--- src/plp_pkg.sv ---
// Shared types, constants and helpers for the policy language lexer.
// Holds the token record, token kinds, character codes and keyword table.
// No dependencies.
package plp_pkg;

	localparam int PosBits = 16;
	localparam int KwCount = 7;
	localparam logic [15:0] LenMax = 16'hFFFF;

	typedef logic [PosBits-1:0] pos_t;

	typedef enum logic [3:0] {
		KIND_IDENT   = 4'd0,
		KIND_POLICY  = 4'd1,
		KIND_END_KW  = 4'd2,
		KIND_REFUSAL = 4'd3,
		KIND_APPEND  = 4'd4,
		KIND_REDACT  = 4'd5,
		KIND_FORBID  = 4'd6,
		KIND_TEXT    = 4'd7,
		KIND_COMMA   = 4'd8,
		KIND_LPAR    = 4'd9,
		KIND_RPAR    = 4'd10,
		KIND_COLON   = 4'd11,
		KIND_ILLEGAL = 4'd12,
		KIND_END     = 4'd13
	} kind_t;

	typedef struct packed {
		kind_t       kind;
		logic [15:0] start;
		logic [15:0] length;
		logic        last;
	} tok_t;

	localparam logic [7:0] ChNul   = 8'h00;
	localparam logic [7:0] ChTab   = 8'h09;
	localparam logic [7:0] ChLf    = 8'h0A;
	localparam logic [7:0] ChCr    = 8'h0D;
	localparam logic [7:0] ChSpace = 8'h20;
	localparam logic [7:0] ChComma = 8'h2C;
	localparam logic [7:0] ChLpar  = 8'h28;
	localparam logic [7:0] ChRpar  = 8'h29;
	localparam logic [7:0] ChColon = 8'h3A;
	localparam logic [7:0] ChUscore = 8'h5F;

	// keywords left-justified, padded to eight characters
	localparam logic [63:0] KwText [KwCount] = '{
		"policy  ", "end     ", "refusal ", "append  ",
		"redact  ", "forbid  ", "text    "
	};
	localparam logic [2:0] KwLen [KwCount] = '{
		3'd6, 3'd3, 3'd7, 3'd6, 3'd6, 3'd6, 3'd4
	};

	function automatic logic [7:0] kw_char(input logic [63:0] text, input logic [2:0] idx);
		logic [5:0] sh;
		sh = {3'd7 - idx, 3'b000};
		return text[sh +: 8];
	endfunction

	function automatic logic is_letter(input logic [7:0] c);
		return (c >= 8'h61 && c <= 8'h7A) || (c >= 8'h41 && c <= 8'h5A);
	endfunction

	function automatic logic is_space(input logic [7:0] c);
		return c == ChTab || c == ChCr || c == ChLf || c == ChSpace;
	endfunction

	function automatic logic [15:0] pos_low16(input pos_t p);
		logic [PosBits+15:0] w;
		w = {16'b0, p};
		return w[15:0];
	endfunction

endpackage

--- src/plp_lex.sv ---
// Lexer state and token generation for one character per cycle while fire is raised.
// Holds position, word start, word length and keyword match bits.
// Depends on plp_pkg.
module plp_lex (
	input  logic             clk,
	input  logic             arst_n,
	input  logic             fire,
	input  logic [7:0]       char_byte,
	output logic [1:0]       n_tok,
	output plp_pkg::tok_t    tok0,
	output plp_pkg::tok_t    tok1
);

	plp_pkg::pos_t pos_q, pos_d, ws_q, ws_d, pos_inc;
	logic                      in_word_q, in_word_d;
	logic [15:0]               wl_q, wl_d, wl_base, wl_track;
	logic [plp_pkg::KwCount-1:0] alive_q, alive_d, alive_base, alive_track;
	plp_pkg::kind_t            word_kind, punct_kind;
	plp_pkg::tok_t             t2;
	logic                      cont, letter, has2;

	assign letter  = plp_pkg::is_letter(char_byte);
	assign cont    = in_word_q && (letter || char_byte == plp_pkg::ChUscore);
	assign pos_inc = (pos_q == '1) ? pos_q : pos_q + 1'b1;

	assign wl_base    = cont ? wl_q : 16'd0;
	assign alive_base = cont ? alive_q : '1;
	assign wl_track   = (wl_base == plp_pkg::LenMax) ? wl_base : wl_base + 16'd1;

	always_comb begin
		for (int i = 0; i < plp_pkg::KwCount; i++) begin
			alive_track[i] = alive_base[i] && (wl_base < {13'b0, plp_pkg::KwLen[i]}) &&
				(plp_pkg::kw_char(plp_pkg::KwText[i], wl_base[2:0]) == char_byte);
		end
	end

	always_comb begin
		word_kind = plp_pkg::KIND_IDENT;
		for (int i = plp_pkg::KwCount - 1; i >= 0; i--) begin
			if (alive_q[i] && wl_q == {13'b0, plp_pkg::KwLen[i]})
				word_kind = plp_pkg::kind_t'(4'(i + 1));
		end
	end

	always_comb begin
		unique case (char_byte)
			plp_pkg::ChComma: punct_kind = plp_pkg::KIND_COMMA;
			plp_pkg::ChLpar:  punct_kind = plp_pkg::KIND_LPAR;
			plp_pkg::ChRpar:  punct_kind = plp_pkg::KIND_RPAR;
			plp_pkg::ChColon: punct_kind = plp_pkg::KIND_COLON;
			default:          punct_kind = plp_pkg::KIND_ILLEGAL;
		endcase
	end

	always_comb begin
		pos_d     = pos_q;
		in_word_d = in_word_q;
		ws_d      = ws_q;
		wl_d      = wl_q;
		alive_d   = alive_q;
		n_tok     = 2'd0;
		tok0      = '0;
		tok1      = '0;
		t2        = '0;
		has2      = 1'b0;
		if (fire) begin
			if (cont) begin
				alive_d = alive_track;
				wl_d    = wl_track;
				pos_d   = pos_inc;
			end else begin
				if (in_word_q) begin
					tok0.kind   = word_kind;
					tok0.start  = plp_pkg::pos_low16(ws_q);
					tok0.length = wl_q;
					n_tok       = 2'd1;
					in_word_d   = 1'b0;
				end
				if (char_byte == plp_pkg::ChNul) begin
					has2      = 1'b1;
					t2.kind   = plp_pkg::KIND_END;
					t2.start  = plp_pkg::pos_low16(pos_q);
					t2.length = 16'd0;
					pos_d     = '0;
					in_word_d = 1'b0;
					ws_d      = '0;
					wl_d      = 16'd0;
					alive_d   = '1;
				end else begin
					pos_d = pos_inc;
					if (letter) begin
						in_word_d = 1'b1;
						ws_d      = pos_q;
						wl_d      = wl_track;
						alive_d   = alive_track;
					end else if (!plp_pkg::is_space(char_byte)) begin
						has2      = 1'b1;
						t2.kind   = punct_kind;
						t2.start  = plp_pkg::pos_low16(pos_q);
						t2.length = 16'd1;
					end
				end
				if (has2) begin
					if (in_word_q) begin
						tok1  = t2;
						n_tok = 2'd2;
					end else begin
						tok0  = t2;
						n_tok = 2'd1;
					end
				end
				tok0.last = (n_tok == 2'd1);
				tok1.last = 1'b1;
			end
		end
	end

	always_ff @(posedge clk or negedge arst_n) begin
		if (!arst_n) begin
			pos_q     <= '0;
			in_word_q <= 1'b0;
			ws_q      <= '0;
			wl_q      <= 16'd0;
			alive_q   <= '1;
		end else begin
			pos_q     <= pos_d;
			in_word_q <= in_word_d;
			ws_q      <= ws_d;
			wl_q      <= wl_d;
			alive_q   <= alive_d;
		end
	end

`ifndef SYNTHESIS
	a_end_resets: assert property (@(posedge clk) disable iff (!arst_n)
		fire && char_byte == plp_pkg::ChNul |=> pos_q == '0 && !in_word_q)
		else $error("state not cleared after end of text");
	a_word_nonempty: assert property (@(posedge clk) disable iff (!arst_n)
		in_word_q |-> wl_q != 16'd0)
		else $error("word in progress with zero length");
	a_cont_silent: assert property (@(posedge clk) disable iff (!arst_n)
		fire && cont |-> n_tok == 2'd0)
		else $error("token emitted while a word continues");
`endif

endmodule

--- src/plp_tok_fifo.sv ---
// Four-entry token queue between the lexer and the output channel.
// Takes up to two tokens per cycle, gives one per transfer.
// Depends on plp_pkg.
module plp_tok_fifo (
	input  logic           clk,
	input  logic           arst_n,
	input  logic [1:0]     push_n,
	input  plp_pkg::tok_t  push0,
	input  plp_pkg::tok_t  push1,
	output logic           room,
	output logic           token_valid,
	input  logic           token_stall,
	output logic [3:0]     token_kind,
	output logic [15:0]    token_start,
	output logic [15:0]    token_length,
	output logic           last_of_run
);

	plp_pkg::tok_t entry_q [4];
	logic [1:0]    wr_q, rd_q;
	logic [2:0]    count_q, count_d;
	logic          pop;
	plp_pkg::tok_t head;

	assign token_valid = count_q != 3'd0;
	assign pop         = token_valid && !token_stall;
	assign room        = (count_q <= 3'd2) || (pop && count_q == 3'd3);
	assign count_d     = count_q + {1'b0, push_n} - {2'b0, pop};

	assign head         = entry_q[rd_q];
	assign token_kind   = head.kind;
	assign token_start  = head.start;
	assign token_length = head.length;
	assign last_of_run  = head.last;

	always_ff @(posedge clk) begin
		if (push_n != 2'd0)
			entry_q[wr_q] <= push0;
		if (push_n == 2'd2)
			entry_q[wr_q + 2'd1] <= push1;
	end

	always_ff @(posedge clk or negedge arst_n) begin
		if (!arst_n) begin
			wr_q    <= 2'd0;
			rd_q    <= 2'd0;
			count_q <= 3'd0;
		end else begin
			wr_q    <= wr_q + push_n;
			rd_q    <= rd_q + {1'b0, pop};
			count_q <= count_d;
		end
	end

`ifndef SYNTHESIS
	a_count_max: assert property (@(posedge clk) disable iff (!arst_n)
		count_q <= 3'd4)
		else $error("token queue over capacity");
	a_ptr_agree: assert property (@(posedge clk) disable iff (!arst_n)
		(rd_q + count_q[1:0]) == wr_q)
		else $error("queue pointers disagree with count");
	a_push_fits: assert property (@(posedge clk) disable iff (!arst_n)
		push_n != 2'd0 |-> push_n != 2'd3 && count_d <= 3'd4)
		else $error("push into full token queue");
`endif

endmodule

--- src/policy_language_lexer.sv ---
// Top level of the policy language lexer.
// Input register, lexer core (plp_lex) and token queue (plp_tok_fifo).
// Depends on plp_pkg.
//
// Use:
//   Characters enter on char_valid/char_stall with char_byte; a zero byte
//   ends the text. Tokens leave on token_valid/token_stall with token_kind,
//   token_start, token_length and last_of_run; last_of_run marks the final
//   token a character causes. A character gives no token, one token, or two
//   (a word token followed by the token of the character that ended it).
//   Path: a taken character is held in the input register, lexed from there,
//   and its tokens are written into the token queue before they can transfer.
//   Throughput: one character per cycle while the receiver takes a token
//   every cycle; a word ended by punctuation or end of text needs two token
//   transfers, which the four-entry token queue absorbs.
//   Stall: the input register holds a character until the queue has room
//   for two tokens, and char_stall is raised while it holds.
//   Reset: position, word state and queue are cleared; no token is pending.
//   After an end token the position starts again at zero.
module policy_language_lexer (
	input  logic        clk,
	input  logic        arst_n,
	input  logic        char_valid,
	output logic        char_stall,
	input  logic [7:0]  char_byte,
	output logic        token_valid,
	input  logic        token_stall,
	output logic [3:0]  token_kind,
	output logic [15:0] token_start,
	output logic [15:0] token_length,
	output logic        last_of_run
);

	logic          valid_s1;
	logic [7:0]    char_s1;
	logic          room, fire;
	logic [1:0]    n_tok;
	plp_pkg::tok_t tok0, tok1;

	assign fire       = valid_s1 && room;
	assign char_stall = valid_s1 && !room;

	always_ff @(posedge clk or negedge arst_n) begin
		if (!arst_n) begin
			valid_s1 <= 1'b0;
		end else if (!char_stall) begin
			valid_s1 <= char_valid;
		end
	end

	always_ff @(posedge clk) begin
		if (char_valid && !char_stall)
			char_s1 <= char_byte;
	end

	plp_lex u_lex (
		.clk       (clk),
		.arst_n    (arst_n),
		.fire      (fire),
		.char_byte (char_s1),
		.n_tok     (n_tok),
		.tok0      (tok0),
		.tok1      (tok1)
	);

	plp_tok_fifo u_fifo (
		.clk          (clk),
		.arst_n       (arst_n),
		.push_n       (n_tok),
		.push0        (tok0),
		.push1        (tok1),
		.room         (room),
		.token_valid  (token_valid),
		.token_stall  (token_stall),
		.token_kind   (token_kind),
		.token_start  (token_start),
		.token_length (token_length),
		.last_of_run  (last_of_run)
	);

endmodule

--- config.mk ---
export PLATFORM = sky130hd
export DESIGN_NAME = policy_language_lexer
export DESIGN_NICKNAME = d
export VERILOG_FILES = /design/src/plp_pkg.sv /design/src/plp_lex.sv /design/src/plp_tok_fifo.sv /design/src/policy_language_lexer.sv
export SDC_FILE = /design/constraint.sdc
export NUM_CORES = 1
export LEC_CHECK = 0
export ABC_AREA = 0
export ABC_CLOCK_PERIOD_IN_PS = 4900
export BUFFER_PORTS_ARGS = -buffer_cell sky130_fd_sc_hd__buf_4
export CAP_MARGIN = 5
export CELL_PAD_IN_SITES_DETAIL_PLACEMENT = 2
export CELL_PAD_IN_SITES_GLOBAL_PLACEMENT = 2
export CORE_MARGIN = 4
export CORE_UTILIZATION = 41
export DETAILED_ROUTE_END_ITERATION = 7
export PLACE_DENSITY_LB_ADDON = 0.1
export SYNTH_ARGS = -nofsm -noshare
export SYNTH_HDL_FRONTEND = slang
export SYNTH_SLANG_ARGS = --single-unit
--- constraint.sdc ---
create_clock -name clk -period 4.9 [get_ports clk]
set_clock_uncertainty 0.2 [all_clocks]
set_input_delay 0.98 -clock clk [delete_from_list [all_inputs] [get_ports clk]]
set_output_delay 0.98 -clock clk [all_outputs]
set_load 0.02 [all_outputs]
==> results of run 1 <==
[report_power, final]
part	internal (mW)	total, mW	switching [mW]
Sequential	2.25	2.63	0.379
Combinational	0.826	2.13	1.30
Clock	1.05	1.81	0.765
[synth_stat cells, types with 19 or more instances]
library cell and n:
a21oi_1 32, buf_2 42, clkbuf_1 37, dfrtp_1 57
dfxtp_1 60, edfxtp_1 96, inv_1 19, mux4_2 37
nand2_1 117, nand3_1 75, nor2_1 45, o21ai_0 78
o22ai_1 83
[logic make-up after synthesis]
kind of cell	synth area share (%)
flops	49.9
simple gates	15.0
xor+xnor	2.30
fa+ha+maj	2.04
mux	8.21
buf+inv	4.76
compound gates	17.8
[per-stage QoR]
| stage | power (mW) | cells | instance area, um2 | setup WS [ns] | hold WS (ns) |
|---|---|---|---|---|---|
| 2_1_floorplan | 3.94 | 1067 | 11400 | 1.13 | 0.233 |
| 3_3_place_gp | 4.69 | 1427 | 12000 | 0.821 | 0.243 |
| 3_5_place_dp | 4.80 | 1427 | 12000 | 0.666 | 0.256 |
| 4_1_cts | 6.64 | 1473 | 12800 | 0.650 | 0.266 |
| 5_1_grt | 6.89 | 1473 | 12800 | 0.231 | 0.286 |
| 6_report | 6.57 | 1473 | 12800 | 0.643 | 0.262 |
[per-layer routing]
| metal | vias to the layer above | wire length, um | track usage, % |
|---|---|---|---|
| met1 | 4762 | 17100 | 34.1 |
| li1 | 4067 | - | - |
| met3 | 51 | 1870 | 3.27 |
| met4 | 0 | 861 | 5.76 |
| met2 | 238 | 18300 | 41.3 |
| met5 | - | 0 | 0 |
[worst paths after layout]
check	start	endpoint	slack, ns	depth (start not counted)
max	char_s1[2]	u_lex.alive_q[2]	0.64	14
max in group asynchronous	arst_n	u_fifo.rd_q[1]	3.50	1
min in group asynchronous	arst_n	u_lex.pos_q[4]	0.36	1
min reg2reg	u_fifo.entry_q[2][11]	u_fifo.entry_q[2][11]	0.26	2
max reg2reg	char_s1[2]	u_lex.alive_q[2]	0.64	14
min	u_fifo.entry_q[2][11]	u_fifo.entry_q[2][11]	0.26	2
[cell type report]
type	count	share of cell area, %
Clock buffer	42	5.86
Clock inverter	4	0.273
Inverter	20	0.625
Multi-Input combinational cell	734	40.4
Sequential cell	220	44.5
Tap cell	372	3.63
Timing Repair Buffer	81	4.75
[flip-flops by register name (all words and copies together) (netlist names)]
register	count
u_lex.pos_q	16
u_lex.ws_q	16
char_s1	8
u_lex.alive_q	7
valid_s1	1
u_fifo.count_q	3
u_lex.wl_q	16
u_fifo.entry_q	148
u_fifo.wr_q	2
u_lex.in_word_q	1
u_fifo.rd_q	2
[worst register-to-register path, cell delays in order (launching register included)]
cell	delay, ns
edfxtp_1	0.91
nand4_1	0.25
nor3_2	0.43
a21o_1	0.20
nand2_1	0.16
inv_1	0.19
ha_1	0.27
ha_1	0.20
xnor2_1	0.07
a211o_1	0.25
a221o_1	0.28
a311oi_1	0.32
nand3_1	0.11
o21ai_0	0.20
o21a_1	0.15
==> results.md, run 1 <==
- Cell Rows: 60
- Required @ worst endpoint: 5.18 ns
- DRT iter0 DRCs: 587
- RSZ-0062 raised after global routing: false
- Critical path startpoint category: flip-flop
- Setup TNS: 0 ns
- Worst EP arrival: 4.54 ns
- Hold Buf Count CTS: 0
- Reg clk slew, reported paths: 0.06 ns
- Achievable Freq: 0.235 GHz
- Yosys warns: 0
- Largest net degree at the start of global routing: 65
- Cell area after synthesis: 11,400 um2
- Synth area leaders: edfxtp_1 (25%), dfrtp_1 (13%), dfxtp_1 (11%), mux4_2 (7.3%), o22ai_1 (4.6%)
- Crit path largest cell delay: 0.91 ns
- GP Congestion: 0.808
- DRC viols: 0
- TritonCTS clock tree: yes
- Slew @ Worst Pin: 1.23 ns
- Most frequent cells in the layout: nand2_1 (115), edfxtp_1 (96), o22ai_1 (83)
- Die width: 175 um
- Root buffer cell: clkbuf_16
- Number of post-CTS setup repair buffers: 0
- CP max FO: 20
- Most common cell after layout, fill and taps aside: nand2_1
- Power Density: 513 nW/um2
- Reg area: 5700 um2
- Netlist cell types: 84
- Initial Utilization: 42.0%
- Final number of setup-violating endpoints: 0
- CP top delay family: compound AO/OA/AOI/OAI gates
- Endpoints failing hold: 0
- Max-slew violation count: 0
- Die height: 175 um
- Critical-path cell list: nand4_1 -> nor3_2 -> a21o_1 -> nand2_1 -> inv_1 -> ha_1 -> ha_1 -> xnor2_1 -> a211o_1 -> a221o_1 -> a311oi_1 -> nand3_1 -> o21ai_0 -> o21a_1
- Clock tree buffer depth: 3
- Post-synthesis sequential area ratio: 49.9%
- Mapped Cells: 1,067
- Initial antenna violation count: 0
- CTS Buf Count: 25
- Fin util: 47.1%
- Crit path time final: 4.26 ns
- # Max-Cap Violations: 0
- Area growth, synth to finish: 12.4%
- DRT Wirelength: 38,100 um
- Layout cells sized above 1: 19.0%
- Setup crit end kind: flip-flop
- HP Class: reg -> reg
- Main synth FF type: edfxtp_1
- Dominant cell type by area after synthesis: edfxtp_1
- Static Leak: 4.54 nW
- Final period utilization: 86.9%
- Diode count: 0
- Synth async-reset ratio: 29.1%
- Core area: 27,200 um2
- Clk Latency, worst-skew pair: 0.53 ns
- Post-synth EDFFs: 96
- Crit path buffers/inverters: 1
- Final #Nets: 1,112
- Run status: finished, final reports clean
- Antenna Violating Nets Remaining: 0
- Synth top area share: 25.3%
- Global-route wire length before repair: 59,400 um
- DR vias: 9,118
- Die ar.: 30,500 um2
- DR WL/cell: 25.9 um
- PortBufs: 50
- Hpwl dp: 25,600 um
- Area of the multi-input gates: 5170 um2
- Peak supply drop: 0.276 mV
- Yosys reg bits: 220
- Cell mode on critical path: ha_1
- Vias in the first global route: 9,905
- Global Route Usage Sum: 24.6%
- H-tree levels: 1
- Syn avg cell area: 10.7 um2
- Cts repair resizes: 0
- Syn_nets: 1,097
- Crit path kind: reg -> reg
- Vias per cell: 6.19
- I/O pin count: 51
- Worst slew margin: 17.5%
- # fillers: 2,781
- Critical path's slowest cell: edfxtp_1
- Sink Count: 220
- DR pass1 iterations: 5
- Congestion Overflow GR: 0
Note: power is estimated with default switching activity, not from simulation.
==> inputs of run 2 (changes only) <==
--- a/config.mk
+++ b/config.mk
@@ -6,14 +6,14 @@
 export NUM_CORES = 1
 export LEC_CHECK = 0
 export ABC_AREA = 0
-export ABC_CLOCK_PERIOD_IN_PS = 4900
-export BUFFER_PORTS_ARGS = -buffer_cell sky130_fd_sc_hd__buf_4
+export ABC_CLOCK_PERIOD_IN_PS = 4600
 export CAP_MARGIN = 5
 export CELL_PAD_IN_SITES_DETAIL_PLACEMENT = 2
 export CELL_PAD_IN_SITES_GLOBAL_PLACEMENT = 2
 export CORE_MARGIN = 4
-export CORE_UTILIZATION = 41
+export CORE_UTILIZATION = 43
 export DETAILED_ROUTE_END_ITERATION = 7
+export DONT_BUFFER_PORTS = 1
 export PLACE_DENSITY_LB_ADDON = 0.1
 export SYNTH_ARGS = -nofsm -noshare
 export SYNTH_HDL_FRONTEND = slang
==> constraint.sdc (replaced) <==
create_clock -name clk -period 4.6 [get_ports clk]
set_clock_uncertainty 0.2 [all_clocks]
set_input_delay 0.92 -clock clk [delete_from_list [all_inputs] [get_ports clk]]
set_output_delay 0.92 -clock clk [all_outputs]
set_load 0.02 [all_outputs]
==> run 2 against run 1 <==
Net effect: worst hold slack got worse by 0.23 ns; first-iteration DRC count is 5.6% higher; final cell count is 5.6% lower; combinational power about the same; routed wire length down 1.3%; core utilization is 0.93 points higher; critical path type unchanged; critical path depth shrank 1; fmax rose by 4.7%.
==> results.md, run 2 (synthesis gave the netlist of run 1 again) <==
- Antenna Violating Nets Remaining: 0 (unchanged)
- Non-filler cells, final: 1,391 (-5.6%)
- Run status: finished, final reports clean
- Vias per cell: 6.41 (+3.6%)
- TritonCTS clock tree: yes
- Number of post-CTS setup repair buffers: 0 (unchanged)
- Endpoints failing hold: 0 (unchanged)
- # fillers: 2,637 (-5.2%)
- Reg power frac: 39.3% (-0.7 points)
- RSZ-0062 raised after global routing: false
- Most common cell after layout, fill and taps aside: nand2_1
- Global-route wire length before repair: 59,000 um (-0.65%)
- Root buffer cell: clkbuf_16
- Power Density: 557 nW/um2 (+8.7%)
- Global Route Usage Sum: 26.0% (+1.4 points)
- GP Congestion: 0.805 (-0.35%)
- CP max FO: 12 (-40%)
- Core area: 26,100 um2 (-4.1%)
- Sw frac: 37.4% (+0.13 points)
- Worst slew margin: 31.8% (+14 points)
- Net Sw Power: 2.61 mW (+6.6%)
- Max reg flops: 148 (unchanged)
- Cell Rows: 59 (-1.7%)
- Area growth, synth to finish: 9.87%
- Required @ worst endpoint: 4.86 ns (-0.32 ns)
- Worst EP arrival: 4.32 ns (-0.22 ns)
- I/O pin count: 51 (unchanged)
- Max-slew violation count: 0 (unchanged)
- DR vias: 8,920 (-2.2%)
- Setup crit end kind: flip-flop
- # Max-Cap Violations: 0 (unchanged)
- Reg clk slew, reported paths: 0.07 ns (about the same)
- DRT iter0 DRCs: 620 (+5.6%)
- Initial antenna violation count: 0 (unchanged)
- Clk Latency, worst-skew pair: 0.54 ns (about the same)
- Congestion Overflow GR: 0 (unchanged)
- Largest net degree at the start of global routing: 58 (-11%)
- DR WL/cell: 27.0 um (+4.5%)
- Worst r2r dst: u_fifo.count_q[2]
- HP Class: in -> async
- Crit path time final: 4.07 ns (-0.191 ns)
- Cts repair resizes: 0 (unchanged)
- Initial Utilization: 43.8% (+1.8 points)
- Internal power: 4.37 mW (+6.0%)
- DRC viols: 0 (unchanged)
- Vias in the first global route: 9,730 (-1.8%)
- DR pass1 iterations: 5 (unchanged)
- Reg2Reg Setup Slack: 0.53 ns (-0.11 ns)
- Slew @ Worst Pin: 1.02 ns (-0.205 ns)
- Crit path kind: reg -> reg
- Achievable Freq: 0.246 GHz (+4.7%)
- Diode count: 0 (unchanged)
- Critical path origin: char_s1[4]
- Final #Nets: 1,066 (-4.1%)
- Layout cells sized above 1: 15.4% (-3.5 points)
- DP Cell Count: 1,341 (-6.0%)
- Peak supply drop: 0.287 mV (+3.9%)
- PortBufs: 0 (-100%)
- Critical path startpoint category: flip-flop
- R2R cell count: 13 (-1)
- Die width: 171 um (-2.2%)
- Die height: 171 um (-2.2%)
- Hpwl dp: 23,900 um (-6.5%)
- Tot Pwr: 6.98 mW (+6.3%)
- CTS Buf Count: 26 (+4.0%)
- Final period utilization: 88.4% (+1.5 points)
- Crit Reg-Reg Startpoint: char_s1[4]
- Static Leak: 4.35 nW (-4.2%)
- Largest Register: u_fifo.entry_q
- Die ar.: 29,200 um2 (-4.4%)
- Final number of setup-violating endpoints: 0 (unchanged)
- DRT Wirelength: 37,600 um (-1.3%)
- Clock power share: 30.1% (+2.5 points)
- Most frequent cells in the layout: nand2_1 (114), edfxtp_1 (96), o22ai_1 (83)
- Clock tree buffer depth: 3 (unchanged)
- H-tree levels: 1 (unchanged)
- Sink Count: 220 (unchanged)
- Setup TNS: 0 ns (unchanged)
- Hold Buf Count CTS: 1 (+1)
- Combinational Power Share: 30.5% (-1.9 points)
[run 2: cell count changes in the layout (fill, tap and decap cells not counted), moves of 2 or more]
| cell | before | now |
|---|---|---|
| buf_4 | 81 | 31 |
| clkinv_1 | 0 | 5 |
| clkbuf_1 | 9 | 5 |
| bufinv_16 | 0 | 2 |
| clkbuf_2 | 2 | 0 |
| clkbuf_16 | 26 | 28 |
| clkbuf_4 | 2 | 0 |
[run 2: how the worst max path moves through the flow]
stage / cells after the start / slack [ns] / endpoint
6_report: 13 / 0.53 / u_fifo.count_q[2]
5_1_grt: 13 / 0.28 / u_fifo.count_q[2]
4_1_cts: 13 / 0.53 / u_fifo.count_q[2]
3_5_place_dp: 13 / 0.58 / u_fifo.count_q[2]
3_3_place_gp: 13 / 0.74 / u_fifo.count_q[2]
2_1_floorplan: 11 / 0.83 / u_fifo.entry_q[0][0]
[run 2: metrics by stage]
| stage | utilization (%) | worst slack, ns | area (um2) | hold WS (ns) |
|---|---|---|---|---|
| finish | 48.1 | 0.534 | 12500 | 0.0323 |
| global route | 48.1 | 0.284 | 12500 | 0.000748 |
| CTS | 48.0 | 0.534 | 12500 | 0.000651 |
| detailed placement | 44.6 | 0.575 | 11600 | 0.255 |
| global placement | 44.6 | 0.742 | 11600 | 0.244 |
| floorplan | - | 0.829 | 11400 | 0.233 |
[run 2: power by group through the flow]
stage / combinational (mW) / clock, mW / sequential (mW)
final: 2.13 / 2.10 / 2.75
after global routing: 2.31 / 2.23 / 2.78
after CTS: 2.15 / 2.15 / 2.75
after detailed placement: 2.11 / 0 / 2.77
after global placement: 2.06 / 0 / 2.75
after floorplan: 1.64 / 0 / 2.55
[run 2: critical path, cell delays in order (launching register included)]
cell	delay, ns
edfxtp_1	0.45
buf_4	0.24
a311oi_4	0.66
nand2_4	0.18
nand2_1	0.19
inv_1	0.09
ha_1	0.42
nand2b_1	0.25
ha_1	0.34
inv_1	0.04
ha_1	0.18
fa_1	0.37
xnor2_1	0.23
xnor2_1	0.14
[run 2: cell type report]
class | count | area, um2 | share of cell area [%]
Clock buffer | 35 | 747 | 5.96
Sequential cell | 220 | 5700 | 45.5
Tap cell | 335 | 419 | 3.35
Multi-Input combinational cell | 734 | 5180 | 41.3
Clock inverter | 13 | 116 | 0.929
Timing Repair Buffer | 34 | 290 | 2.32
Inverter | 20 | 80.1 | 0.639
[run 2: per-layer routing]
layer | GRT usage (%) | share of wire, % | vias to the layer above
met3 | 3.47 | 5.2 | 64
li1 | - | - | 3993
met1 | 35.5 | 45 | 4634
met2 | 44.3 | 48 | 229
met4 | 6.03 | 1.9 | 0
met5 | 0 | 0 | -
==> inputs of run 3 (changes only) <==
--- a/config.mk
+++ b/config.mk
@@ -8,13 +8,10 @@
 export ABC_AREA = 0
 export ABC_CLOCK_PERIOD_IN_PS = 4600
 export CAP_MARGIN = 5
-export CELL_PAD_IN_SITES_DETAIL_PLACEMENT = 2
-export CELL_PAD_IN_SITES_GLOBAL_PLACEMENT = 2
 export CORE_MARGIN = 4
-export CORE_UTILIZATION = 43
+export CORE_UTILIZATION = 45
 export DETAILED_ROUTE_END_ITERATION = 7
 export DONT_BUFFER_PORTS = 1
-export PLACE_DENSITY_LB_ADDON = 0.1
 export SYNTH_ARGS = -nofsm -noshare
 export SYNTH_HDL_FRONTEND = slang
 export SYNTH_SLANG_ARGS = --single-unit
==> run 3 against run 2 <==
Net effect: fmax up 2.9%; critical path type unchanged; final cell count down 1.3%; setup slack better by 0.11 ns; sequential power about the same; final area down 1.3%; worst hold slack better by 0.00062 ns; count of clock-buffer cells in the layout down 5; combinational power down 7%; largest power group unchanged.
==> results.md, run 3 (synthesis gave the netlist of run 1 again) <==
- Run status: finished, final reports clean
- Vias per cell: 6.23 (-2.8%)
- Critical-path cell list: buf_4 -> a311oi_4 -> a21o_1 -> nand2_1 -> inv_1 -> ha_1 -> inv_1 -> ha_1 -> or3_1 -> a2111oi_0 -> o21ai_0 -> o21ai_0 -> o21a_1
- Largest Register: u_fifo.entry_q
- DRT Wirelength: 29,800 um (-21%)
- GP Congestion: 0.895 (+11%)
- H-tree levels: 1 (unchanged)
- DR pass1 iterations: 8 (+3)
- Hpwl dp: 18,700 um (-22%)
- Crit Reg-Reg Startpoint: char_s1[4]
- Critical path startpoint category: flip-flop
- Max reg flops: 148 (unchanged)
- I/O pin count: 51 (unchanged)
- Largest net degree at the start of global routing: 58 (unchanged)
- Setup crit end kind: flip-flop
- Clock tree buffer depth: 3 (unchanged)
- Cell Rows: 57 (-3.4%)
- HP Class: in -> async
- DRC viols: 0 (unchanged)
- Setup TNS: 0 ns (unchanged)
- Slew @ Worst Pin: 1.05 ns (+0.0297 ns)
- Worst EP arrival: 4.23 ns (-0.09 ns)
- Critical path's slowest cell: a311oi_4
- Layout cells sized above 1: 14.6% (-0.85 points)
- Most frequent cells in the layout: nand2_1 (117), edfxtp_1 (96), o22ai_1 (83)
- # Max-Cap Violations: 0 (unchanged)
- Power Density: 532 nW/um2 (-4.5%)
- Post-route cell area: 12,400 um2 (-1.3%)
- Die ar.: 27,900 um2 (-4.2%)
- Final number of setup-violating endpoints: 0 (unchanged)
- Global Route Usage Sum: 20.9% (-5.1 points)
- Global-route wire length before repair: 47,700 um (-19%)
- RSZ-0062 raised after global routing: false
- Crit path largest cell delay: 0.63 ns (-0.03 ns)
- Reg area: 5700 um2 (unchanged)
- # fillers: 2,182 (-17%)
- Crit path time final: 3.95 ns (-0.115 ns)
- Die width: 167 um (-2.1%)
- Min Hold Slack: 0.0330 ns (+0.000621 ns)
- Peak supply drop: 0.348 mV (+21%)
- Clk Latency, worst-skew pair: 0.54 ns (about the same)
- Final #Nets: 1,060 (-0.56%)
- Antenna Violating Nets Remaining: 0 (unchanged)
- Congestion Overflow GR: 0 (unchanged)
- Reg clk slew, reported paths: 0.06 ns (about the same)
- DR WL/cell: 21.7 um (-20%)
- Final period utilization: 85.9% (-2.5 points)
- Area of the multi-input gates: 5170 um2 (-0.14%)
- Sink Count: 220 (unchanged)
- Max-slew violation count: 0 (unchanged)
- Achievable Freq: 0.253 GHz (+2.9%)
- Die height: 167 um (-2.1%)
- DRT iter0 DRCs: 894 (+44%)
- Crit path kind: reg -> reg
- Vias in the first global route: 8,224 (-15%)
- Diode count: 0 (unchanged)
- TritonCTS clock tree: yes
- DR vias: 8,559 (-4.0%)
- Non-filler cells, final: 1,373 (-1.3%)
- CTS Buf Count: 25 (-3.8%)
- Placement Setup Slack: 0.654 ns (+0.0789 ns)
- Initial antenna violation count: 0 (unchanged)
- Area growth, synth to finish: 8.44%
- Critical path origin: char_s1[4]
- Endpoints failing hold: 0 (unchanged)
- PortBufs: 0 (unchanged)
- Static Leak: 4.26 nW (-1.9%)
- Dpl cell area: 11,600 um2 (-0.44%)
- Final worst setup slack: 0.649 ns (+0.115 ns)
- R2R cell count: 13 (unchanged)
- Number of post-CTS setup repair buffers: 0 (unchanged)
- Initial Utilization: 46.3% (+2.6 points)
- DP Cell Count: 1,326 (-1.1%)
- Root buffer cell: clkbuf_16
- CP max FO: 11 (-1)
- Fin util: 50.2% (+2.2 points)
- Worst slew margin: 29.6% (-2.2 points)
- Most common cell after layout, fill and taps aside: nand2_1
- Required @ worst endpoint: 4.88 ns (+0.02 ns)
- Tot Pwr: 6.58 mW (-5.8%)
- Core area: 24,600 um2 (-5.6%)
[run 3: critical path, delay by kind of cell, from the launching register on]
| kind | cells | cell delay (ns) |
|---|---|---|
| and+or+nand+nor | 2 | 0.44 |
| buffers and inverters | 3 | 0.49 |
| DFF | 1 | 0.48 |
| adders and majority gates | 2 | 0.45 |
| AOI/OAI and AO/OA | 6 | 1.84 |
[run 3: final timing paths]
| check | end | slack, ns |
|---|---|---|
| min in group clk | u_fifo.entry_q[2][7] | 0.26 |
| worst min register to register | u_fifo.entry_q[2][7] | 0.26 |
| max in group asynchronous | u_fifo.rd_q[1] | 3.85 |
| worst max register to register | u_lex.alive_q[1] | 0.65 |
| worst max-delay path | u_lex.alive_q[1] | 0.65 |
| worst min-delay path | u_lex.alive_q[1] | 0.03 |
[run 3: metal layers]
| metal | global-route usage (%) | routed length (um) | vias to the layer above |
|---|---|---|---|
| li1 | - | - | 3971 |
| met3 | 3.42 | 2180 | 35 |
| met2 | 33.2 | 13900 | 339 |
| met4 | 3.46 | 374 | 0 |
| met1 | 31.0 | 13400 | 4214 |
| met5 | 0 | 0 | - |
[run 3: what timing repair did]
action	CTS	global route
setup endpoints to repair	0	0
gates resized for setup	0	0
hold buffers	1	0
endpoints found under the hold margin	57	0
[run 3: where the power goes]
group	internal, mW	switching (mW)
registers	2.39	0.344
logic	0.707	1.27
clock network	1.06	0.800
total	4.16	2.42
[run 3: area by class of cell]
type | instances | share of cell area (%)
sequential | 220 | 46.1
multi-input combinational | 734 | 41.8
clock buffer | 30 | 5.21
tap | 324 | 3.28
timing repair buffer | 29 | 2.02
clock inverter | 16 | 0.951
inverter | 20 | 0.648
